$ cat src/sv/rpwf_pkg.sv
// ----------------------------------------------------------------------------
// rpwf_pkg
// Shared types, register codes and a helper function for the rotated
// pixel write formatter.
// ----------------------------------------------------------------------------
package rpwf_pkg;

    // Host byte order used when packing 16, 24 and 32 bpp words.
    localparam int BIG_ENDIAN_HOST_DEFAULT = 0;

    localparam int COORD_W   = 12;  // view coordinates after clipping
    localparam int PROD_W    = 28;  // row * line_stride
    localparam int COLOFS_W  = 14;  // column * bytes per pixel
    localparam int IN_DATA_W = 56;
    localparam int OUT_DATA_W = 72;

    // Rotation codes.
    localparam logic [1:0] ROT_0   = 2'd0;
    localparam logic [1:0] ROT_90  = 2'd1;
    localparam logic [1:0] ROT_180 = 2'd2;
    localparam logic [1:0] ROT_270 = 2'd3;

    // Color order codes; any code with bit 1 set selects the generic layout.
    localparam logic [1:0] ORDER_RGB     = 2'd0;
    localparam logic [1:0] ORDER_BGR     = 2'd1;
    localparam logic [1:0] ORDER_GENERIC = 2'd2;

    // Pixel depth codes.
    localparam logic [1:0] DEPTH_16   = 2'd0;
    localparam logic [1:0] DEPTH_24   = 2'd1;
    localparam logic [1:0] DEPTH_32   = 2'd2;
    localparam logic [1:0] DEPTH_NONE = 2'd3;

    // Bytes per pixel.
    localparam logic [2:0] BYTES_16 = 3'd2;
    localparam logic [2:0] BYTES_24 = 3'd3;
    localparam logic [2:0] BYTES_32 = 3'd4;

    // Configuration register indexes.
    typedef enum logic [2:0] {
        CFG_ROTATION       = 3'd0,
        CFG_COLOR_ORDER    = 3'd1,
        CFG_PIXEL_DEPTH    = 3'd2,
        CFG_LINE_STRIDE    = 3'd3,
        CFG_VIEW_WIDTH     = 3'd4,
        CFG_VIEW_HEIGHT    = 3'd5,
        CFG_CHANNEL_LAYOUT = 3'd6,
        CFG_BUFFER_BASE    = 3'd7
    } cfg_idx_t;

    typedef struct packed {
        logic [1:0]  rotation;
        logic [1:0]  color_order;
        logic [1:0]  pixel_depth;
        logic [15:0] line_stride;
        logic [11:0] view_width;
        logic [11:0] view_height;
        logic [26:0] channel_layout;
        logic [31:0] buffer_base;
    } cfg_t;

    // Contents of the clip and rotate stage register.
    typedef struct packed {
        logic               valid;
        logic [COORD_W-1:0] col;
        logic [COORD_W-1:0] row;
        logic [2:0]         bytes;
        logic [7:0]         red;
        logic [7:0]         green;
        logic [7:0]         blue;
    } s1_t;

    // One channel of the generic layout: keep the top len bits (at most 8)
    // and place them at the given offset within a 32-bit word.
    function automatic logic [31:0] chan_generic(input logic [7:0] c,
                                                 input logic [8:0] group);
        logic [3:0] len;
        logic [7:0] v;
        len = (group[8:5] > 4'd8) ? 4'd8 : group[8:5];
        v   = c >> (4'd8 - len);
        return {24'd0, v} << group[4:0];
    endfunction

endpackage

$ cat src/sv/rpwf_clip_rot.sv
// ----------------------------------------------------------------------------
// rpwf_clip_rot
// First pipeline stage: drops pixels outside the view or with no valid
// format, rotates the position and registers column, row, pixel size and color.
// ----------------------------------------------------------------------------
module rpwf_clip_rot (
    input  logic          clk,
    input  logic          rst_n,
    input  rpwf_pkg::cfg_t cfg,
    input  logic          in_valid,
    output logic          in_ready,
    input  logic [15:0]   pos_x,
    input  logic [15:0]   pos_y,
    input  logic [7:0]    red,
    input  logic [7:0]    green,
    input  logic [7:0]    blue,
    input  logic          out_ready,
    output rpwf_pkg::s1_t out
);
    import rpwf_pkg::*;

    s1_t              s1_reg;
    s1_t              s1_next;
    logic             keep;
    logic             x_in;
    logic             y_in;
    logic [COORD_W-1:0] x;
    logic [COORD_W-1:0] y;
    logic [COORD_W-1:0] x_mirror;
    logic [COORD_W-1:0] y_mirror;

    assign in_ready = !s1_reg.valid || out_ready;

    // A negative position has its sign bit set and never lies in the view.
    assign x_in = !pos_x[15] && ({1'b0, pos_x[14:0]} < {4'd0, cfg.view_width});
    assign y_in = !pos_y[15] && ({1'b0, pos_y[14:0]} < {4'd0, cfg.view_height});
    assign x    = pos_x[COORD_W-1:0];
    assign y    = pos_y[COORD_W-1:0];
    assign x_mirror = cfg.view_width - x - 12'd1;
    assign y_mirror = cfg.view_height - y - 12'd1;

    // Generic layout has no 24 bpp form, and the unsupported depth writes nothing.
    assign keep = x_in && y_in && (cfg.pixel_depth != DEPTH_NONE)
                  && !(cfg.color_order[1] && (cfg.pixel_depth == DEPTH_24));

    always_comb
    begin
        s1_next       = s1_reg;
        s1_next.valid = in_valid && keep;
        s1_next.red   = red;
        s1_next.green = green;
        s1_next.blue  = blue;
        case (cfg.rotation)
            ROT_90:
            begin
                s1_next.col = y_mirror;
                s1_next.row = x;
            end
            ROT_180:
            begin
                s1_next.col = x_mirror;
                s1_next.row = y_mirror;
            end
            ROT_270:
            begin
                s1_next.col = y;
                s1_next.row = x_mirror;
            end
            default:
            begin
                s1_next.col = x;
                s1_next.row = y;
            end
        endcase
        case (cfg.pixel_depth)
            DEPTH_16: s1_next.bytes = BYTES_16;
            DEPTH_24: s1_next.bytes = BYTES_24;
            default:  s1_next.bytes = BYTES_32;
        endcase
    end

    always_ff @(posedge clk or negedge rst_n)
    begin
        if (!rst_n)
        begin
            s1_reg <= '0;
        end
        else if (in_ready)
        begin
            s1_reg <= s1_next;
        end
    end

    assign out = s1_reg;

endmodule

$ cat src/sv/rpwf_pack.sv
// ----------------------------------------------------------------------------
// rpwf_pack
// Color packer: forms the memory word for RGB, BGR or the generic channel
// layout at the configured depth, in host byte order.
// ----------------------------------------------------------------------------
module rpwf_pack #(
    parameter int BIG_ENDIAN_HOST = rpwf_pkg::BIG_ENDIAN_HOST_DEFAULT
) (
    input  logic [1:0]  color_order,
    input  logic [1:0]  pixel_depth,
    input  logic [26:0] channel_layout,
    input  logic [7:0]  red,
    input  logic [7:0]  green,
    input  logic [7:0]  blue,
    output logic [31:0] data
);
    import rpwf_pkg::*;

    logic [7:0]  hi;
    logic [7:0]  lo;
    logic [31:0] word;
    logic [31:0] generic_word;

    assign hi = (color_order == ORDER_RGB) ? red : blue;
    assign lo = (color_order == ORDER_RGB) ? blue : red;

    assign generic_word = chan_generic(red,   channel_layout[8:0])
                        | chan_generic(green, channel_layout[17:9])
                        | chan_generic(blue,  channel_layout[26:18]);

    always_comb
    begin
        word = 32'd0;
        case (pixel_depth)
            DEPTH_16:
            begin
                if (color_order[1])
                    word = {16'd0, generic_word[15:0]};
                else
                    word = {16'd0, hi[7:3], green[7:2], lo[7:3]};
                if (BIG_ENDIAN_HOST != 0)
                    word = {16'd0, word[7:0], word[15:8]};
            end
            DEPTH_24:
            begin
                // Three bytes; a big-endian host gets them in reversed byte order.
                if (BIG_ENDIAN_HOST != 0)
                    word = {8'd0, lo, green, hi};
                else
                    word = {8'd0, hi, green, lo};
            end
            default:
            begin
                if (color_order[1])
                    word = generic_word;
                else
                    word = {8'd0, hi, green, lo};
                if (BIG_ENDIAN_HOST != 0)
                    word = {word[7:0], word[15:8], word[23:16], word[31:24]};
            end
        endcase
    end

    assign data = word;

endmodule

$ cat src/sv/rotated_pixel_write_formatter_core.sv
// ----------------------------------------------------------------------------
// rotated_pixel_write_formatter_core
// Turns logical pixels into framebuffer memory writes with clipping,
// rotation, address generation and color packing.
// ----------------------------------------------------------------------------
// Usage:
// Pixels arrive on the s_ channel, one per transfer, and each pixel that
// falls inside the view leaves as one write on the m_ channel: byte
// address, packed data word (first byte in bits 7:0) and byte count.
// Pixels outside the view, pixels at the unsupported depth and generic
// layout pixels at 24 bpp cause no write; they leave a bubble only.
// The block takes one pixel per clock unless m_tready stalls it. A write
// passes three registered stages on its way to m_tvalid: clip and rotate,
// then row times stride with color packing, then the final address add.
// Every stage holds its valid bit; a stage loads when it is empty or
// when the stage after it moves, so a stalled m_tready fills the three
// stages and then drops s_tready, and no item is lost or repeated.
// Configuration registers are written through cfg_we, cfg_index and
// cfg_data with no handshake and should only change while the pipeline
// is empty. Reset clears all stage valid bits and sets every register
// to zero except pixel_depth, which returns to 32 bpp.
// ----------------------------------------------------------------------------
module rotated_pixel_write_formatter_core #(
    parameter int BIG_ENDIAN_HOST = rpwf_pkg::BIG_ENDIAN_HOST_DEFAULT
) (
    input  logic        clk,
    input  logic        rst_n,
    // Configuration write port.
    input  logic        cfg_we,
    input  logic [2:0]  cfg_index,
    input  logic [31:0] cfg_data,
    // Pixel input stream.
    input  logic        s_tvalid,
    output logic        s_tready,
    // s_tdata fields, low bit up: pos_x[15:0], pos_y[31:16], red[39:32],
    // green[47:40], blue[55:48].
    input  logic [rpwf_pkg::IN_DATA_W-1:0]  s_tdata,
    // Memory write stream.
    output logic        m_tvalid,
    input  logic        m_tready,
    // m_tdata fields, low bit up: write_address[31:0], write_data[63:32],
    // byte_count[66:64], zero fill [71:67].
    output logic [rpwf_pkg::OUT_DATA_W-1:0] m_tdata
);
    import rpwf_pkg::*;

    // Configuration registers.
    cfg_t cfg_reg;

    // Stage interconnect.
    s1_t  s1;
    logic s1_ready;

    // Second stage: partial address terms and packed data.
    logic                s2_valid_reg;
    logic [PROD_W-1:0]   s2_prod_reg;
    logic [PROD_W-1:0]   s2_prod_next;
    logic [COLOFS_W-1:0] s2_colofs_reg;
    logic [COLOFS_W-1:0] s2_colofs_next;
    logic [31:0]         s2_data_reg;
    logic [31:0]         s2_data_next;
    logic [2:0]          s2_bytes_reg;
    logic                s2_ready;
    logic [14:0]         colofs_full;

    // Output stage.
    logic        out_valid_reg;
    logic [31:0] out_addr_reg;
    logic [31:0] out_addr_next;
    logic [31:0] out_data_reg;
    logic [2:0]  out_bytes_reg;
    logic        out_ready;

    // ------------------------------------------------------------------------
    // Configuration writes. Values wider than a register are truncated.
    // ------------------------------------------------------------------------
    always_ff @(posedge clk or negedge rst_n)
    begin
        if (!rst_n)
        begin
            cfg_reg.rotation       <= ROT_0;
            cfg_reg.color_order    <= ORDER_RGB;
            cfg_reg.pixel_depth    <= DEPTH_32;
            cfg_reg.line_stride    <= 16'd0;
            cfg_reg.view_width     <= 12'd0;
            cfg_reg.view_height    <= 12'd0;
            cfg_reg.channel_layout <= 27'd0;
            cfg_reg.buffer_base    <= 32'd0;
        end
        else if (cfg_we)
        begin
            case (cfg_idx_t'(cfg_index))
                CFG_ROTATION:       cfg_reg.rotation       <= cfg_data[1:0];
                CFG_COLOR_ORDER:    cfg_reg.color_order    <= cfg_data[1:0];
                CFG_PIXEL_DEPTH:    cfg_reg.pixel_depth    <= cfg_data[1:0];
                CFG_LINE_STRIDE:    cfg_reg.line_stride    <= cfg_data[15:0];
                CFG_VIEW_WIDTH:     cfg_reg.view_width     <= cfg_data[11:0];
                CFG_VIEW_HEIGHT:    cfg_reg.view_height    <= cfg_data[11:0];
                CFG_CHANNEL_LAYOUT: cfg_reg.channel_layout <= cfg_data[26:0];
                CFG_BUFFER_BASE:    cfg_reg.buffer_base    <= cfg_data;
                default:            cfg_reg.buffer_base    <= cfg_reg.buffer_base;
            endcase
        end
    end

    // ------------------------------------------------------------------------
    // Backpressure chain: a stage may load when it is empty or draining.
    // ------------------------------------------------------------------------
    assign out_ready = !out_valid_reg || m_tready;
    assign s2_ready  = !s2_valid_reg || out_ready;

    // ------------------------------------------------------------------------
    // Stage 1: clip and rotate.
    // ------------------------------------------------------------------------
    rpwf_clip_rot u_clip_rot (
        .clk       (clk),
        .rst_n     (rst_n),
        .cfg       (cfg_reg),
        .in_valid  (s_tvalid),
        .in_ready  (s1_ready),
        .pos_x     (s_tdata[15:0]),
        .pos_y     (s_tdata[31:16]),
        .red       (s_tdata[39:32]),
        .green     (s_tdata[47:40]),
        .blue      (s_tdata[55:48]),
        .out_ready (s2_ready),
        .out       (s1)
    );

    assign s_tready = s1_ready;

    // ------------------------------------------------------------------------
    // Stage 2: row times stride, column times pixel size, color packing.
    // The column offset stays below 4096 * 4, so 14 bits hold it.
    // ------------------------------------------------------------------------
    assign s2_prod_next   = PROD_W'(s1.row) * PROD_W'(cfg_reg.line_stride);
    assign colofs_full    = 15'(s1.col) * 15'(s1.bytes);
    assign s2_colofs_next = colofs_full[COLOFS_W-1:0];

    rpwf_pack #(
        .BIG_ENDIAN_HOST (BIG_ENDIAN_HOST)
    ) u_pack (
        .color_order    (cfg_reg.color_order),
        .pixel_depth    (cfg_reg.pixel_depth),
        .channel_layout (cfg_reg.channel_layout),
        .red            (s1.red),
        .green          (s1.green),
        .blue           (s1.blue),
        .data           (s2_data_next)
    );

    always_ff @(posedge clk or negedge rst_n)
    begin
        if (!rst_n)
        begin
            s2_valid_reg <= 1'b0;
        end
        else if (s2_ready)
        begin
            s2_valid_reg <= s1.valid;
        end
    end

    always_ff @(posedge clk)
    begin
        if (s2_ready)
        begin
            s2_prod_reg   <= s2_prod_next;
            s2_colofs_reg <= s2_colofs_next;
            s2_data_reg   <= s2_data_next;
            s2_bytes_reg  <= s1.bytes;
        end
    end

    // ------------------------------------------------------------------------
    // Stage 3: final address sum, wrapping modulo 2^32, into the output
    // register that faces the receiver.
    // ------------------------------------------------------------------------
    assign out_addr_next = cfg_reg.buffer_base + 32'(s2_prod_reg) + 32'(s2_colofs_reg);

    always_ff @(posedge clk or negedge rst_n)
    begin
        if (!rst_n)
        begin
            out_valid_reg <= 1'b0;
        end
        else if (out_ready)
        begin
            out_valid_reg <= s2_valid_reg;
        end
    end

    always_ff @(posedge clk)
    begin
        if (out_ready)
        begin
            out_addr_reg  <= out_addr_next;
            out_data_reg  <= s2_data_reg;
            out_bytes_reg <= s2_bytes_reg;
        end
    end

    assign m_tvalid = out_valid_reg;
    assign m_tdata  = {5'd0, out_bytes_reg, out_data_reg, out_addr_reg};

endmodule

$ cat config.mk
export PLATFORM = sky130hd
export DESIGN_NAME = rotated_pixel_write_formatter_core
export DESIGN_NICKNAME = d
export VERILOG_FILES = /design/src/sv/rpwf_pkg.sv /design/src/sv/rpwf_clip_rot.sv /design/src/sv/rpwf_pack.sv /design/src/sv/rotated_pixel_write_formatter_core.sv
export SDC_FILE = /design/constraint.sdc
export NUM_CORES = 1
export LEC_CHECK = 0
export ABC_AREA = 0
export BUFFER_PORTS_ARGS = -buffer_cell sky130_fd_sc_hd__buf_2
export CAP_MARGIN = 15
export CORE_MARGIN = 8
export CORE_UTILIZATION = 50
export CTS_BUF_LIST = sky130_fd_sc_hd__clkbuf_8 sky130_fd_sc_hd__clkbuf_16
export DETAILED_ROUTE_END_ITERATION = 10
export PLACE_DENSITY = 0.75
export SYNTH_ARGS = -nofsm -noshare
export SYNTH_HDL_FRONTEND = slang
export SYNTH_SLANG_ARGS = --single-unit
$ cat constraint.sdc
create_clock -name clk -period 6.9 [get_ports clk]
set_input_delay 1.38 -clock clk [delete_from_list [all_inputs] [get_ports clk]]
set_output_delay 1.38 -clock clk [all_outputs]
set_load 0.05 [all_outputs]
==> run metrics <==
status=finished, final reports clean; ys async rst share=52.5%; Via density=5.87; worst reg-to-reg path cell count=18; RSZ-0062 raised after global routing=no; hpwl dp=56700 um; Finished Cell Area=27700 um^2; fmax=168 MHz; cell mode on critical path=fa_1; Yosys reg bits=303; crit path kind=reg -> reg; vias=19646; min-delay src=s2_data_reg[5]; CP Depth=18; Multi-input gate area=15200 um^2; first-pass GRT wire length=114000 um; Die H=240 um; vias in the first global route=20268; CTS resizes=0; drc violations=0; Hold-fix buffers, CTS=0; num rows=82; startpoint types=flop; clock buffer count from CTS=36; Syn Std Cell Area=25100 um^2; slowest cell on the critical path=dfrtp_1; worst-path fanout max=17; I/O pin total=170; Iteration-0 DRC Markers=1447; relative slew slack=21.6%; ys flop type=dfrtp_1; root buf cell=clkbuf_16; # setup viols final=0; Routed WL=73200 um; critical-path cell list=nand2_1 > fa_1 > inv_1 > fa_1 > inv_1 > fa_1 > fa_1 > fa_1 > inv_1 > ha_1 > a21oi_1 > nand2b_1 > o221ai_1 > a211oi_1 > o31ai_1 > o21bai_1 > a21oi_1 > xnor2_1; Top Family by Delay on Critical Path=adder cells; # nets final=3078; Core ar.=49900 um^2; sequential area share after synthesis=33.1%; synthesis-to-layout area growth=10.3%; Largest register FFs=105; Worst R2R Start=u_clip_rot.out[30]; Storage cell area=8300 um^2; Area contributors post-synth=edfxtp_1, dfrtp_1, fa_1, ha_1, nand2_1; Die X=240 um; GRT Residual Overflow=0; initial core utilization=50.3%; Max-Cap Viols=0; final hold violations=0; max incr delay on CP=690 ps; final setup TNS=0 ps; Critical Path End Type=flop; crit path capture=s2_prod_reg[24]; synth unique cells=85; top-count cell post-synth=nand2_1; min Tclk post-route=5970 ps; htree depth=2; worst min-delay path class=reg -> reg; top cell type's share of synthesized area=17.2%; # fillers=4408; r2r setup slk=930 ps; post-CTS setup repair buffer count=0; largest net degree at the start of global routing=102; Worst Setup SP=u_clip_rot.out[30]; initial antenna violation count=3; Clock Latency Late Sink=580 ps; CTS clk-pin slew, worst paths=60 ps; All-Layer GR Usage=25.5%; Post-Syn Instances=2539; WP buf/inv=3; number of nets with antenna violations after routing=0; Yosys warning total=0; cell taking the most area after synthesis=edfxtp_1; CTS tree=done; Mean Syn Cell Area=9.88 um^2; Worst Path Arrival=6280 ps; dpl cell area=26400 um^2; EDFF count, synth=144; Required @ worst endpoint=7210 ps; CTS Sinks=303; top post-synthesis cells by count=nand2_1, inv_1, fa_1, ha_1, dfrtp_1; Die Area=57600 um^2; fin crit share=86.5%; clock buffer depth=3; Final Slew Violations=0; DRT Pass-1 Iters=5; port bufs=164; wire per inst=21.9 um; RePlAce Congestion=0.983; layout cells sized above 1=15.8%; worst r2r dst=s2_prod_reg[24]; Setup Skew=38.6 ps; pin slew with the least headroom to its limit=1170 ps
## per-stage QoR
stage	hold WS, ps	instances	utilization, %	setup WS (ps)
final	417	3348	55.5	933
after CTS	418	3346	55.5	954
after global routing	423	3347	55.5	562
after detailed placement	405	3280	53.0	970
after global placement	403	3280	53.0	1120
after floorplan	400	2543	-	1440
## final cells by class
type / count / area share (%)
Antenna cell: 2 / 0.0181
Clock buffer: 41 / 3.54
Clock inverter: 25 / 0.967
Inverter: 299 / 4.06
Multi-Input combinational cell: 1828 / 55.0
Sequential cell: 303 / 30.0
Tap cell: 672 / 3.04
Timing Repair Buffer: 178 / 3.37
## per-layer routing
metal | share of wire, % | track usage (%) | vias to the layer above
met2 | 50 | 45.0 | 737
met5 | 0 | 0 | -
li1 | - | - | 8929
met1 | 39 | 30.8 | 9793
met4 | 4.9 | 11.5 | 0
met3 | 5.5 | 3.30 | 187
## cell usage in the layout (no fill, tap or decap), types with 7 or more instances in the layout
cell	Yosys	routed
a22oi_1	16	16
inv_1	293	296
or2_2	12	12
mux2_2	112	112
and2_1	94	94
ha_1	168	168
mux2i_1	37	37
a21o_1	28	28
a221oi_1	10	10
dfrtp_1	158	158
nor2b_1	26	26
nand2b_1	26	26
buf_4	6	14
or3_1	9	9
a211oi_1	16	16
nor2_1	104	104
xor2_1	20	20
mux4_2	36	36
nor3_1	41	40
nor4_1	7	7
clkinv_1	5	7
and3_1	8	7
o21bai_1	12	12
o21ai_0	87	87
o21a_1	16	16
clkbuf_16	0	37
nand2_1	389	388
buf_2	0	163
a211o_1	7	7
o221ai_1	14	14
o22ai_1	16	16
a21oi_1	104	104
nand3_1	32	32
xnor2_1	53	53
edfxtp_1	144	144
a31oi_1	23	23
fa_1	168	168
nand4_1	7	7
o211ai_1	16	16
## worst min path at each step
stage                       endpoint  cells past startpoint
floorplan           out_bytes_reg[0]                      0
global placement     out_data_reg[5]                      0
detailed placement  out_data_reg[17]                      0
CTS                  out_data_reg[5]                      0
global route         out_data_reg[1]                      0
finish               out_data_reg[5]                      0
## logic make-up (layout without fill, tap and decap cells)
group / Yosys count / in the layout / synth area share (%)
fa+ha+maj: 336 / 336 / 21.8
compound gates: 446 / 446 / 11.9
mux: 187 / 187 / 9.84
simple gates: 779 / 779 / 14.4
other cells: 1 / 7 / 0.0149
xor+xnor: 75 / 75 / 2.68
flops: 303 / 303 / 33.1
buf+inv: 412 / 543 / 6.32
Power is not shown: default switching activity piles up to over one toggle a cycle in this logic, so the estimate is an artifact.
